### src/rtl/rv32_ram.sv
`default_nettype none
module rv32_ram #(
	parameter int WIDTH = 32,
	parameter int DEPTH = 32
) (
	input wire logic clk,
	input wire logic we,
	input wire logic [$clog2(DEPTH)-1:0] waddr,
	input wire logic [WIDTH-1:0] wdata,
	input wire logic [$clog2(DEPTH)-1:0] raddr,
	output logic [WIDTH-1:0] rdata
);
	logic [WIDTH-1:0] mem_q [DEPTH];

	always_ff @(posedge clk) begin
		if (we) mem_q[waddr] <= wdata;
		rdata <= mem_q[raddr];
	end
endmodule
`default_nettype wire

### config.mk
export PLATFORM = sky130hd
export DESIGN_NAME = rv32_ram
export DESIGN_NICKNAME = d
export VERILOG_FILES = /design/src/rtl/rv32_ram.sv
export SDC_FILE = /design/constraint.sdc
export NUM_CORES = 1
export LEC_CHECK = 0
export ABC_AREA = 0
export BUFFER_PORTS_ARGS = -buffer_cell sky130_fd_sc_hd__buf_2
export CORE_UTILIZATION = 45
export DETAILED_ROUTE_END_ITERATION = 10
export MAX_ROUTING_LAYER = met4
export PLACE_DENSITY = 0.65
export SYNTH_ARGS = -nofsm -noshare
export SYNTH_HDL_FRONTEND = slang
export SYNTH_SLANG_ARGS = --single-unit
### constraint.sdc
create_clock -name clk -period 2.6 [get_ports clk]
set_input_delay 0.26 -clock clk [delete_from_list [all_inputs] [get_ports clk]]
set_output_delay 0.26 -clock clk [all_outputs]
set_load 0.05 [all_outputs]
==> summary by stage <==
Status
The flow ran to the end, but the final reports show violations. The checks that failed: design-rule violations.

Routing
The remaining design rule violation count is 4. In the final routed layout, each cell accounts on average for approximately 26 um. The routed wire length is roughly 97,000 um. The routed layout has 21,340 vias. The number of nets with antenna violations after detailed routing is 0. The number of DRC violations after detailed-routing iteration 0 is between 1,500 and 2,000. The pre-antenna-repair detailed-routing pass consisted of 8 iterations. Using the TritonRoute via totals, the vias-per-cell ratio works out to about 5.8.

STA
The setup slack of the critical path after layout is 0.8699 ns. The worst slew margin relative to its limit is around a third. The count of final hold-check violations is 0. Of the available clock period, the critical path in the final layout requires about two thirds.

For the final database, setup skew stands at around 0.026 ns. The final count of negative-setup-slack endpoints is 0. Counting I/O delays and the setup requirement, the final critical path takes about 1.7 ns. The number of pins exceeding their max-slew limit in the final report came to 0. Setup repair after global routing left no endpoint under its margin. The final hold slack is about 0.092 ns. At the pin with the least slew margin, the transition time is between 1 and 1.5 ns. Timing would allow up to 0.5780 GHz.

Critical path
The element type at the critical path start is a register. Together, buffers and inverters on the worst path number 1. The highest cell delay on the worst timing path is approximately 0.48 ns.

The worst setup path is captured at a primary output. The largest individual stage delay along the critical path comes from the cell sky130_fd_sc_hd__dfxtp_1. The kind of cell with the highest combined delay along the critical path is flip-flops. Traced cell by cell, the critical path runs through buf_2.

The maximum net fanout on the critical path is 2. The critical path in this run is classified as register to primary output. The arrival time of the worst setup path is 1.47 ns. Data on the critical path is required at its endpoint by roughly 2.3 ns.

Power and ir drop
The leakage power figure is 16.34 nW. The power density relative to cell area is between 700 and 800 nW/um2. The worst-case IR drop observed on VDD is roughly 0.00053 V. The design draws around 36 mW.

Yosys
The share of the Yosys chip area taken by registers is 77.54%. The share of Yosys cell area claimed by the top area cell type is 75.95%. The dominant combinational cell family by area after synthesis is multiplexers. The total of flip-flops plus latches after synthesis is between 1,000 and 1,500. Synthesis instantiated 25 different standard cells from the library. A synthesized cell averages around 18 um2. The number of instances in the synthesized netlist is between 2,000 and 2,500. Of all cell types, the one taking the most synthesized area is sky130_fd_sc_hd__edfxtp_1. The multiplexer fraction of the synthesized cell area is approximately an eighth. The synthesized netlist devotes 0% of its cell area to adder and majority cells. The complex-gate fraction of the synthesized area is under 10%.

Summing the areas of all and, or, nand and nor instances in the mapped netlist gives 3.100% of the synthesized area. The synthesized netlist devotes 0% of its cell area to XOR and XNOR gates. The cell area that synthesis handed to floorplanning was just over 40,000 um2. The total of warnings raised by yosys is 0. Synthesis produced a netlist with a net count of between 2,000 and 2,500. In the post-synthesis netlist, the biggest area contributors are sky130_fd_sc_hd__edfxtp_1 76%, sky130_fd_sc_hd__mux2i_1 13%, sky130_fd_sc_hd__a22oi_1 1.8%.

Run
The number of max-cap violations is 0.

Die
The effective utilization at floorplan is between 40% and 50%. The boundary pin count is 76. The total core area is 88,780 um2. The floorplan die width is about 300 um. The total number of placement rows is between 100 and 150.

The die height is about 300 um. The die covers approximately 90,000 um2.

Placed design
Prior to clock tree synthesis, the placed netlist has a worst setup slack of 0.3682 ns. The weighted congestion reported at the end of routability-driven placement is 0.8060. Including well taps, the total number of placed cells is 3,496. In this run the tool buffered the top-level ports with 75 buffer cells. The detailed-placement wirelength estimate is around 56,000 um.

The placed instances occupy a cell area of approximately 43,000 um2.

Clocking
CTS placed an instance of sky130_fd_sc_hd__clkbuf_16 at the clock tree root. The maximum clock path buffer count is 3. The clock input transition at the sequential cells of the worst setup and hold paths is about 0.060 ns. The number of clock sinks is about 1,100. TritonCTS built the clock tree. The count of H-tree levels built during CTS is 3. The clock latency of the later-clocked register in the worst-skew pair is approximately 0.67 ns. The number of hold buffers added after cts is 0. The buffers inserted during post-CTS setup optimization is 0.

The number of resized instances in the post-cts repair step is 0. The number of buffers created by CTS is 104.

Layout
Counting the fill cells in the layout gives 6,874. At the end of the flow, the number of nets in the layout was approximately 2,500. After routing the design area is 46,650 um2. The post-route non-filler standard cell count is 3,689.

Of the cells placed in the final design, the portion with a size suffix greater than 1 is between 10% and 20%. The area added between synthesis and finish is 15.23%.

Global routing
Global routing used between 20 and 25% of the available tracks. The pin count of the biggest net entering global routing is 57. The total overflow reported by the global router is 0. The wire length of the first global-routing pass is approximately 140,000 um. The via count of the first global-routing pass is approximately 22,000.

The number of antenna violations at the first check in global routing is 4.

Hold path
The tightest min-delay check is of the input pin to register type.
## cell families after synthesis
| logic type | after synthesis |
|---|---|
| flip-flops | 1056 |
| AO/OA/AOI/OAI | 288 |
| multiplexers | 512 |
| buffers and inverters | 127 |
| AND/OR/NAND/NOR | 277 |
## power by group
part / internal [mW] / leakage (nW) / switching [mW]
sequential: 18.9 / 9.49 / 0.112
combinational: 0.637 / 5.14 / 1.42
clock: 8.94 / 1.70 / 6.19
## flip-flops by register name (all words and copies together), names as in the netlist
| name | cells |
|---|---|
| rdata | 32 |
| mem_q | 1024 |
## cell usage in the layout (no fill, tap or decap), drive strengths merged, types with 3 or more instances in the layout
cell	synthesis	routed
buf	79	198
a22oi	96	96
a31oi	32	32
bufinv	0	13
a22o	64	64
dfxtp	32	32
inv	0	8
nand3	98	98
or3b	3	3
clkinv	0	31
mux2i	512	512
nor2	34	34
a21oi	96	96
nand2	98	98
clkbuf	48	137
edfxtp	1024	1024
nor3	32	32
nand3b	5	5
## Yosys cell counts, drive strengths merged
cell type     n
edfxtp     1024
mux2i       512
nand2        98
nand3        98
a21oi        96
a22oi        96
buf          79
a22o         64
clkbuf       48
nor2         34
a31oi        32
dfxtp        32
nor3         32
nand3b        5
or3b          3
nand2b        2
and2          1
and2b         1
nor2b         1
or2           1
or3           1
## per-layer routing
metal	GRT usage [%]	share of wire, %	up-vias
met2	35.63	49	749
met5	-	0	-
met1	28.92	42	11060
met3	3.483	6.7	162
li1	-	-	9364
met4	6.938	2.7	0
## layout make-up
class                   count  area [um2]  share of cell area [%]
flip-flops and latches   1056       31390                   67.29
clock inverters            54       660.6                   1.416
multi-input cells        1077        8610                   18.46
repair buffers            198        1709                   3.664
well taps                1165        1458                   3.125
clock buffers             137        2818                   6.040
diodes                      2       5.005                 0.01073
## worst paths after layout
| check | to | startpoint | slack (ns) | depth (start not counted) |
|---|---|---|---|---|
| min reg2reg | rdata[28] | mem_q[10][28] | 0.59 | 4 |
| max | rdata[8] | rdata[8] | 0.87 | 1 |
| min | mem_q[13][31] | wdata[31] | 0.09 | 1 |
| max reg2reg | rdata[9] | mem_q[5][9] | 1.14 | 5 |
## metrics by stage
stage	setup TNS, ns	utilization (%)
2_1_floorplan	-23.15	-
3_3_place_gp	0	48.62
3_5_place_dp	0	48.62
4_1_cts	0	52.54
5_1_grt	0	52.54
6_report	0	52.54
Power figures use the tool's default switching activity.
